===== src/sv/u8d_pkg.sv =====
// Shared types and constants for the UTF-8 codepoint decoder.
// No dependencies; used by every module under sv/.

package u8d_pkg;

    localparam int unsigned FIFO_DEPTH = 4;

    localparam logic [20:0] QMARK_CP = 21'h00003f;

    // Input beat: one byte of text
    typedef struct packed {
        logic [7:0] text_byte;
        logic       end_of_text;
    } in_beat_t;

    // Output beat: one decoded codepoint
    typedef struct packed {
        logic [20:0] codepoint;
        logic [2:0]  bytes_used;
        logic        invalid;
        logic        last;
    } out_beat_t;

    // Work for the back end caused by one input byte:
    // pre_q '?' beats, then an optional middle beat, then post_q '?' beats.
    typedef struct packed {
        logic [1:0]  pre_q;
        logic        mid_valid;
        logic        mid_invalid;
        logic [20:0] mid_cp;
        logic [2:0]  mid_used;
        logic [1:0]  post_q;
    } job_t;

    typedef enum logic [2:0] {
        LEAD_ASCII,
        LEAD_TWO,
        LEAD_THREE,
        LEAD_FOUR,
        LEAD_BAD
    } lead_class_t;

endpackage


===== src/sv/u8d_front.sv =====
// Front end of the UTF-8 decoder: takes bytes, tracks the sequence in progress
// and turns each byte into a job for the back end. Depends on u8d_pkg.

module u8d_front
(
    input  logic               clk,
    input  logic               rst_n,
    input  logic               byte_valid,
    output logic               byte_ready,
    input  u8d_pkg::in_beat_t  byte_data,
    input  logic               q_full,
    output logic               q_push,
    output u8d_pkg::job_t      q_job
);

    logic [7:0] held_reg [3];
    logic [1:0] held_cnt_reg;
    logic [1:0] held_cnt_next;
    logic [1:0] need_cnt_reg;
    logic [1:0] need_cnt_next;

    logic        accept;
    logic        active;
    logic        second_ok;
    logic        cont_ok;
    logic        lead_path;
    logic        held_wr_en;
    logic [1:0]  held_wr_idx;
    logic [7:0]  b;
    logic [5:0]  t;
    logic [20:0] cp_full;
    u8d_pkg::lead_class_t lead_class;
    u8d_pkg::job_t        job;

    assign b          = byte_data.text_byte;
    assign t          = b[5:0];
    assign byte_ready = !q_full;
    assign accept     = byte_valid && byte_ready;
    assign active     = (held_cnt_reg != 2'd0) && (need_cnt_reg != 2'd0);

    // Lead byte decoder
    always_comb
    begin
        unique case (b) inside
            [8'h00:8'h7f]: lead_class = u8d_pkg::LEAD_ASCII;
            [8'hc2:8'hdf]: lead_class = u8d_pkg::LEAD_TWO;
            [8'he0:8'hef]: lead_class = u8d_pkg::LEAD_THREE;
            [8'hf0:8'hf4]: lead_class = u8d_pkg::LEAD_FOUR;
            default:       lead_class = u8d_pkg::LEAD_BAD;
        endcase
    end

    // Second-byte range limits for E0, ED, F0, F4 (overlongs, surrogates, > 10FFFF)
    always_comb
    begin
        second_ok = 1'b1;
        if (held_cnt_reg == 2'd1)
        begin
            unique case (held_reg[0])
                8'he0:   second_ok = (b >= 8'ha0);
                8'hed:   second_ok = (b <= 8'h9f);
                8'hf0:   second_ok = (b >= 8'h90);
                8'hf4:   second_ok = (b <= 8'h8f);
                default: second_ok = 1'b1;
            endcase
        end
    end

    assign cont_ok = (b[7:6] == 2'b10) && second_ok;

    always_comb
    begin
        unique case (held_cnt_reg)
            2'd1:    cp_full = {10'd0, held_reg[0][4:0], t};
            2'd2:    cp_full = {5'd0, held_reg[0][3:0], held_reg[1][5:0], t};
            2'd3:    cp_full = {held_reg[0][2:0], held_reg[1][5:0], held_reg[2][5:0], t};
            default: cp_full = {15'd0, t};
        endcase
    end

    always_comb
    begin
        job           = '0;
        held_cnt_next = held_cnt_reg;
        need_cnt_next = need_cnt_reg;
        held_wr_en    = 1'b0;
        held_wr_idx   = held_cnt_reg;
        lead_path     = 1'b0;

        if (!active)
        begin
            lead_path = 1'b1;
        end
        else if (!cont_ok)
        begin
            // broken sequence: one '?' per held byte, then re-decode this byte
            job.pre_q = held_cnt_reg;
            lead_path = 1'b1;
        end
        else if (need_cnt_reg == 2'd1)
        begin
            job.mid_valid = 1'b1;
            job.mid_cp    = cp_full;
            job.mid_used  = {1'b0, held_cnt_reg} + 3'd1;
            held_cnt_next = 2'd0;
            need_cnt_next = 2'd0;
        end
        else
        begin
            held_wr_en    = 1'b1;
            held_cnt_next = held_cnt_reg + 2'd1;
            need_cnt_next = need_cnt_reg - 2'd1;
        end

        if (lead_path)
        begin
            held_cnt_next = 2'd0;
            need_cnt_next = 2'd0;
            case (lead_class) inside
                u8d_pkg::LEAD_ASCII:
                begin
                    job.mid_valid = 1'b1;
                    job.mid_cp    = {13'd0, b};
                    job.mid_used  = 3'd1;
                end
                u8d_pkg::LEAD_TWO, u8d_pkg::LEAD_THREE, u8d_pkg::LEAD_FOUR:
                begin
                    held_wr_en    = 1'b1;
                    held_wr_idx   = 2'd0;
                    held_cnt_next = 2'd1;
                    if (lead_class == u8d_pkg::LEAD_TWO)
                        need_cnt_next = 2'd1;
                    else if (lead_class == u8d_pkg::LEAD_THREE)
                        need_cnt_next = 2'd2;
                    else
                        need_cnt_next = 2'd3;
                end
                default:
                begin
                    job.mid_valid   = 1'b1;
                    job.mid_invalid = 1'b1;
                    job.mid_cp      = u8d_pkg::QMARK_CP;
                    job.mid_used    = 3'd1;
                end
            endcase
        end

        // end of text: unfinished bytes each give '?'
        if (byte_data.end_of_text && (held_cnt_next != 2'd0))
        begin
            job.post_q    = held_cnt_next;
            held_cnt_next = 2'd0;
            need_cnt_next = 2'd0;
        end
    end

    assign q_job  = job;
    assign q_push = accept &&
                    ((job.pre_q != 2'd0) || job.mid_valid || (job.post_q != 2'd0));

    always_ff @(posedge clk or negedge rst_n)
    begin
        if (!rst_n)
        begin
            held_cnt_reg <= 2'd0;
            need_cnt_reg <= 2'd0;
        end
        else if (accept)
        begin
            held_cnt_reg <= held_cnt_next;
            need_cnt_reg <= need_cnt_next;
        end
    end

    always_ff @(posedge clk)
    begin
        if (accept && held_wr_en)
            held_reg[held_wr_idx] <= b;
    end

    // held and needed counts are either both zero or both set
    a_counts_paired: assert property (@(posedge clk) disable iff (!rst_n)
        (held_cnt_reg == 2'd0) == (need_cnt_reg == 2'd0))
        else $error("held and needed counts out of step");

    // a sequence in progress spans two to four bytes
    a_seq_len: assert property (@(posedge clk) disable iff (!rst_n)
        (held_cnt_reg != 2'd0) |->
            (({1'b0, held_cnt_reg} + {1'b0, need_cnt_reg}) >= 3'd2) &&
            (({1'b0, held_cnt_reg} + {1'b0, need_cnt_reg}) <= 3'd4))
        else $error("sequence length out of range");

    // end of text leaves nothing held
    a_eot_clears: assert property (@(posedge clk) disable iff (!rst_n)
        (accept && byte_data.end_of_text) |=> (held_cnt_reg == 2'd0))
        else $error("state not cleared at end of text");

endmodule


===== src/sv/u8d_fifo.sv =====
// Short job queue between the decoder front and back ends.
// Depends on u8d_pkg for the job type.

module u8d_fifo
#(
    parameter int unsigned DEPTH = u8d_pkg::FIFO_DEPTH
)
(
    input  logic          clk,
    input  logic          rst_n,
    input  logic          push,
    input  u8d_pkg::job_t push_job,
    output logic          full,
    input  logic          pop,
    output logic          head_valid,
    output u8d_pkg::job_t head_job
);

    localparam int unsigned PTR_W = (DEPTH > 1) ? $clog2(DEPTH) : 1;
    localparam int unsigned CNT_W = $clog2(DEPTH + 1);

    u8d_pkg::job_t     slot_reg [DEPTH];
    logic [PTR_W-1:0]  wr_ptr_reg;
    logic [PTR_W-1:0]  wr_ptr_next;
    logic [PTR_W-1:0]  rd_ptr_reg;
    logic [PTR_W-1:0]  rd_ptr_next;
    logic [CNT_W-1:0]  count_reg;
    logic [CNT_W-1:0]  count_next;
    logic              do_push;
    logic              do_pop;

    assign full       = (count_reg == CNT_W'(DEPTH));
    assign head_valid = (count_reg != '0);
    assign head_job   = slot_reg[rd_ptr_reg];
    assign do_push    = push && !full;
    assign do_pop     = pop && head_valid;

    always_comb
    begin
        wr_ptr_next = wr_ptr_reg;
        rd_ptr_next = rd_ptr_reg;
        count_next  = count_reg;
        if (do_push)
            wr_ptr_next = (wr_ptr_reg == PTR_W'(DEPTH - 1)) ? '0 : wr_ptr_reg + 1'b1;
        if (do_pop)
            rd_ptr_next = (rd_ptr_reg == PTR_W'(DEPTH - 1)) ? '0 : rd_ptr_reg + 1'b1;
        if (do_push && !do_pop)
            count_next = count_reg + 1'b1;
        else if (do_pop && !do_push)
            count_next = count_reg - 1'b1;
    end

    always_ff @(posedge clk or negedge rst_n)
    begin
        if (!rst_n)
        begin
            wr_ptr_reg <= '0;
            rd_ptr_reg <= '0;
            count_reg  <= '0;
        end
        else
        begin
            wr_ptr_reg <= wr_ptr_next;
            rd_ptr_reg <= rd_ptr_next;
            count_reg  <= count_next;
        end
    end

    always_ff @(posedge clk)
    begin
        if (do_push)
            slot_reg[wr_ptr_reg] <= push_job;
    end

endmodule


===== src/sv/u8d_back.sv =====
// Back end of the UTF-8 decoder: expands the queue head into output beats
// and holds them in the output register. Depends on u8d_pkg.

module u8d_back
(
    input  logic               clk,
    input  logic               rst_n,
    input  logic               head_valid,
    input  u8d_pkg::job_t      head_job,
    output logic               pop,
    output logic               cp_valid,
    input  logic               cp_ready,
    output u8d_pkg::out_beat_t cp_data
);

    logic [1:0]         beat_idx_reg;
    logic [1:0]         beat_idx_next;
    logic               out_valid_reg;
    logic               out_valid_next;
    u8d_pkg::out_beat_t out_data_reg;
    u8d_pkg::out_beat_t beat;
    logic [2:0]         job_total;
    logic               load;
    logic               is_mid;
    logic               is_last;

    assign job_total = {1'b0, head_job.pre_q} + {2'b00, head_job.mid_valid}
                     + {1'b0, head_job.post_q};
    assign is_mid    = head_job.mid_valid && (beat_idx_reg == head_job.pre_q);
    assign is_last   = (({1'b0, beat_idx_reg} + 3'd1) == job_total);
    assign load      = !out_valid_reg || cp_ready;
    assign pop       = load && head_valid && is_last;

    always_comb
    begin
        if (is_mid)
        begin
            beat.codepoint  = head_job.mid_cp;
            beat.bytes_used = head_job.mid_used;
            beat.invalid    = head_job.mid_invalid;
        end
        else
        begin
            beat.codepoint  = u8d_pkg::QMARK_CP;
            beat.bytes_used = 3'd1;
            beat.invalid    = 1'b1;
        end
        beat.last = is_last;
    end

    always_comb
    begin
        beat_idx_next  = beat_idx_reg;
        out_valid_next = out_valid_reg;
        if (load)
        begin
            out_valid_next = head_valid;
            if (head_valid)
                beat_idx_next = is_last ? 2'd0 : beat_idx_reg + 2'd1;
        end
    end

    always_ff @(posedge clk or negedge rst_n)
    begin
        if (!rst_n)
        begin
            beat_idx_reg  <= 2'd0;
            out_valid_reg <= 1'b0;
        end
        else
        begin
            beat_idx_reg  <= beat_idx_next;
            out_valid_reg <= out_valid_next;
        end
    end

    always_ff @(posedge clk)
    begin
        if (load && head_valid)
            out_data_reg <= beat;
    end

    assign cp_valid = out_valid_reg;
    assign cp_data  = out_data_reg;

    // the beat index never runs past the job at the head
    a_idx_in_job: assert property (@(posedge clk) disable iff (!rst_n)
        head_valid |-> ({1'b0, beat_idx_reg} < job_total))
        else $error("beat index beyond job");

    // with the queue empty no job is part-way through
    a_idx_idle: assert property (@(posedge clk) disable iff (!rst_n)
        !head_valid |-> (beat_idx_reg == 2'd0))
        else $error("beat index not reset between jobs");

    // a substituted beat is always a single-byte '?'
    a_qmark_form: assert property (@(posedge clk) disable iff (!rst_n)
        (cp_valid && cp_data.invalid) |->
            ((cp_data.codepoint == u8d_pkg::QMARK_CP) && (cp_data.bytes_used == 3'd1)))
        else $error("malformed substitution beat");

endmodule


===== src/sv/utf8_codepoint_decoder_top.sv =====
// Top level of the streaming UTF-8 (RFC 3629) codepoint decoder.
// Instantiates u8d_front, u8d_fifo and u8d_back; depends on u8d_pkg.
//
// Usage:
//   byte channel (byte_valid/byte_ready/byte_data) takes one text byte per beat,
//   with end_of_text marking the final byte of a text.
//   cp channel (cp_valid/cp_ready/cp_data) gives decoded codepoints, one per beat;
//   last marks the final beat caused by a given input byte. A byte may cause no
//   beat (lead or middle continuation byte) or up to four (broken sequence
//   flushed as '?' beats, then the re-decoded byte, then end-of-text flushes).
// Throughput: one byte per cycle while the job queue is not full; the back end
//   issues the output beats caused by a byte one after another.
// Path: a taken byte's job is written to the queue, then moved from the queue
//   head into the output register, which drives cp_valid and cp_data.
// The job queue (QUEUE_DEPTH entries) absorbs error bursts; byte_ready drops
//   only while it is full.
// Stall: with cp_ready low the output register holds its beat, the back end
//   stops, and the queue fills before the input stalls.
// Reset: rst_n clears the sequence state, the queue and cp_valid, not cp_data.
//   No sequence is in progress afterwards; no clearing pass is needed.

module utf8_codepoint_decoder_top
#(
    parameter int unsigned QUEUE_DEPTH = u8d_pkg::FIFO_DEPTH
)
(
    input  logic               clk,
    input  logic               rst_n,
    input  logic               byte_valid,
    output logic               byte_ready,
    input  u8d_pkg::in_beat_t  byte_data,
    output logic               cp_valid,
    input  logic               cp_ready,
    output u8d_pkg::out_beat_t cp_data
);

    logic          q_full;
    logic          q_push;
    u8d_pkg::job_t q_push_job;
    logic          q_pop;
    logic          q_head_valid;
    u8d_pkg::job_t q_head_job;

    // sequence tracking and classification
    u8d_front u_front
    (
        .clk        (clk),
        .rst_n      (rst_n),
        .byte_valid (byte_valid),
        .byte_ready (byte_ready),
        .byte_data  (byte_data),
        .q_full     (q_full),
        .q_push     (q_push),
        .q_job      (q_push_job)
    );

    // decouples the byte side from output stalls
    u8d_fifo #(
        .DEPTH (QUEUE_DEPTH)
    ) u_fifo
    (
        .clk        (clk),
        .rst_n      (rst_n),
        .push       (q_push),
        .push_job   (q_push_job),
        .full       (q_full),
        .pop        (q_pop),
        .head_valid (q_head_valid),
        .head_job   (q_head_job)
    );

    // beat expansion and output register
    u8d_back u_back
    (
        .clk        (clk),
        .rst_n      (rst_n),
        .head_valid (q_head_valid),
        .head_job   (q_head_job),
        .pop        (q_pop),
        .cp_valid   (cp_valid),
        .cp_ready   (cp_ready),
        .cp_data    (cp_data)
    );

endmodule

===== config.mk =====
export PLATFORM = sky130hd
export DESIGN_NAME = utf8_codepoint_decoder_top
export DESIGN_NICKNAME = d
export VERILOG_FILES = /design/src/sv/u8d_pkg.sv /design/src/sv/u8d_front.sv /design/src/sv/u8d_fifo.sv /design/src/sv/u8d_back.sv /design/src/sv/utf8_codepoint_decoder_top.sv
export SDC_FILE = /design/constraint.sdc
export NUM_CORES = 1
export LEC_CHECK = 0
export BUFFER_PORTS_ARGS = -buffer_cell sky130_fd_sc_hd__buf_4
export CORE_ASPECT_RATIO = 1.1
export CORE_MARGIN = 5
export CORE_UTILIZATION = 42
export CTS_BUF_LIST = sky130_fd_sc_hd__clkbuf_8
export CTS_CLUSTER_DIAMETER = 150
export DETAILED_ROUTE_END_ITERATION = 8
export GPL_TIMING_DRIVEN = 0
export HOLD_SLACK_MARGIN = 0.1
export PLACE_DENSITY_LB_ADDON = 0.05
export SYNTH_ARGS = -nofsm -noshare
export SYNTH_HDL_FRONTEND = slang
export SYNTH_SLANG_ARGS = --single-unit
export TNS_END_PERCENT = 30

===== constraint.sdc =====
create_clock -name clk -period 6.9 [get_ports clk]
set_clock_uncertainty 0.05 [all_clocks]
set_input_delay 0.69 -clock clk [delete_from_list [all_inputs] [get_ports clk]]
set_output_delay 0.69 -clock clk [all_outputs]
set_load 0.005 [all_outputs]

==> out/qor.yml <==
synthArstFlopShare_pct: 7.78
synthDistinctLibCells: 51
endpoint_kind: "register"
p_leak_nw: 2.88
num_io_pins: 41
tightest_slew_ns: 1.32
first_global_vias: 3981
routed_wl_mm: 14.8
crit_path_start_kind: "register"
ys_ff_latch: 180
die_x_um: 137
portBuffers: 40
synth-edff-count: 166
p_per_area_nw_per_um2: 376
die_h_um: 149
synth_top_area_share_pct: 67.3
largest_reg_flops: 120
crit_required_ns: 7.18
finalHoldViolCount: 0
clk_latency_ns: 0.44
finalWorstSetupSlack_ns: 1.79
coreArea_um2: 17500
cts_buffers: 17
reg2reg_slack_ns: 1.79
finalSetupTns_ns: 0
worst-setup-path-type: "register to register"
num_rows: 51
dr_total_vias: 3768
grt_overflow_total: 0
start_util_pct: 42.2
yosys.area.top_type: "edfxtp_1"
rsz0062_at_grt: "false"
cts_max_level: 4
die-area_um2: 20400
finalCriticalPeriod_ns: 5.11
critPathArrivalTime_ns: 5.39
fin_crit_sh_pct: 74.1
slew_violations: 0
multi_input_area_um2: 1950
drc: 0
dp_slack_ns: 1.75
nFillCells: 1534
grt_max_degree: 31
area_growth_pct: 13.3
firstDrtPassIters: 5
nets: 501
cts_resized: 0
cts_buffer_depth: 2
vias_per_cell: 5.21
syn_nets: 441
ys.flop_type: "edfxtp_1"
dpl.hpwl_mm: 9.33
clkTransAtPathRegs_ns: 0.08
syn_area_per_cell_um2: 18.0
cts_tree: "built"
finalSetupViolations: 0
ir_drop_uv: 194
syn_area_um2: 7410
drv_cap: 0
postRouteAntennaNets: 0
ys_seq_area_share_pct: 72.0
hold_class: "input port to register"
synth_area_leaders: "edfxtp_1 (67%), mux4_2 (9.1%), dfrtp_1 (4.7%), ha_1 (2.2%), nor2b_1 (1.6%)"
grt_antenna_before_repair: 0
final-seq-area_um2: 5340
critPathMaxFanout: 10
fmax_mhz: 196
n_antenna_cell: 0
status: "complete, no violations"
drtIter0Drc: 307
grt_pass1_wl_mm: 23.0
final_layout_size_suffix_gt1_share_pct: 25.8
relSlewSlack_pct: 11.9
yosys_warnings: 0
syn-instance-count: 412
cts_root_buffer: "clkbuf_8"
routedWlPerCell_um: 20.5
clock-sinks: 180
gr-usage-all-layers_pct: 15.4
gp_congestion: 0.882
-- where the power goes --
part	switching (mW)	internal, mW
clock	0.367	0.318
combinational	0.504	0.440
sequential	0.0737	1.45
-- kinds of logic after synthesis --
logic type / Yosys count / share of synthesized area (%)
DFF: 180 / 72.0
xor gates and xnor gates: 8 / 0.946
and+or+nand+nor: 96 / 7.13
adders and majority gates: 16 / 3.01
AOI/OAI and AO/OA: 49 / 5.42
muxes: 34 / 9.83
buffers and inverters: 29 / 1.62
-- stage by stage --
step | power, mW | hold slack [ns] | instances | area [µm²] | util (%)
CTS | 3.21 | 0.391 | 723 | 8390 | 47.8
global placement | 2.50 | 0.431 | 690 | 8000 | 45.6
finish | 3.15 | 0.429 | 723 | 8390 | 47.8
floorplan | 2.18 | 0.344 | 412 | 7410 | -
detailed placement | 2.52 | 0.443 | 690 | 8000 | 45.6
global route | 3.35 | 0.390 | 723 | 8390 | 47.8
-- layout make-up --
cell class / instances / share of cell area [%]
Sequential cell: 180 / 63.6
Multi-Input combinational cell: 203 / 23.3
Timing Repair Buffer: 41 / 3.70
Tap cell: 238 / 3.55
Clock buffer: 17 / 2.79
Clock inverter: 15 / 1.69
Buffer: 14 / 0.761
Inverter: 15 / 0.671
-- final timing paths --
kind,from,depth (start not counted),endpoint
setup / recovery,u_fifo.rd_ptr_reg[0],14,u_fifo.count_reg[1]
hold / removal,byte_data[6],1,u_front.held_reg[2][5]
setup reg to reg,u_fifo.rd_ptr_reg[0],14,u_fifo.count_reg[1]
hold reg to reg,u_back.cp_valid,2,u_back.cp_valid
max in group asynchronous,rst_n,2,u_fifo.rd_ptr_reg[0]
min in group asynchronous,rst_n,2,u_fifo.wr_ptr_reg[0]
-- timing repair --
item | 4_1_cts | 5_1_grt
setup buffers | 0 | 0
hold buffers | 1 | 0
hold endpoints to repair | 14 | 0
endpoints found under the setup margin | 0 | 0
-- worst max-delay path: stages, from the launching register on --
cell and delay [ns]:
dfrtp_1 0.36, clkbuf_1 0.33, buf_2 0.41, buf_2 0.42
mux4_2 0.59, fa_1 0.43, inv_1 0.08, fa_1 0.42
xnor2_1 0.14, nor3_1 0.40, nand2_1 0.25, ha_1 0.37
inv_1 0.09, fa_1 0.38, mux2_2 0.27
-- synthesized netlist by cell type (3+ instances only) --
cell / instances
edfxtp_1: 166
mux4_2: 30
nor2_1: 22
nor2b_1: 19
inv_1: 15
dfrtp_1: 14
ha_1: 13
nand2_1: 12
or2_2: 8
and2_1: 7
and3_1: 7
clkbuf_1: 7
a22oi_1: 6
o21a_1: 6
xnor2_1: 6
a222oi_1: 5
nor3_1: 5
o21ai_0: 5
and2_2: 4
a21o_1: 3
a21oi_1: 3
buf_1: 3
buf_2: 3
fa_1: 3
nand3_1: 3
-- layout by cell type, fill, tap and decap left out, types with 4 or more instances in the layout --
| cell type | netlist | routed |
|---|---|---|
| nor2b_1 | 19 | 19 |
| ha_1 | 13 | 13 |
| o21ai_0 | 5 | 5 |
| inv_1 | 15 | 17 |
| xnor2_1 | 6 | 6 |
| nor2_1 | 22 | 22 |
| clkbuf_1 | 7 | 7 |
| edfxtp_1 | 166 | 166 |
| mux4_2 | 30 | 30 |
| dfrtp_1 | 14 | 14 |
| and3_1 | 7 | 7 |
| or2_2 | 8 | 8 |
| and2_2 | 4 | 4 |
| buf_4 | 0 | 40 |
| clkbuf_8 | 0 | 17 |
| and2_1 | 7 | 7 |
| nand2_1 | 12 | 12 |
| nor3_1 | 5 | 5 |
| a22oi_1 | 6 | 6 |
| a222oi_1 | 5 | 5 |
| clkinvlp_4 | 0 | 5 |
| o21a_1 | 6 | 6 |
-- routing by layer --
| layer | vias to the layer above | wire, µm | global-route usage, % | share of wire (%) |
|---|---|---|---|---|
| li1 | 1741 | - | - | - |
| met1 | 1937 | 6710 | 20.8 | 45 |
| met2 | 82 | 7480 | 25.3 | 51 |
| met3 | 8 | 483 | 3.51 | 3.3 |
| met4 | 0 | 130 | 4.28 | 0.88 |
| met5 | - | 0 | 0 | 0 |
Note: power is estimated with default switching activity, not from simulation.
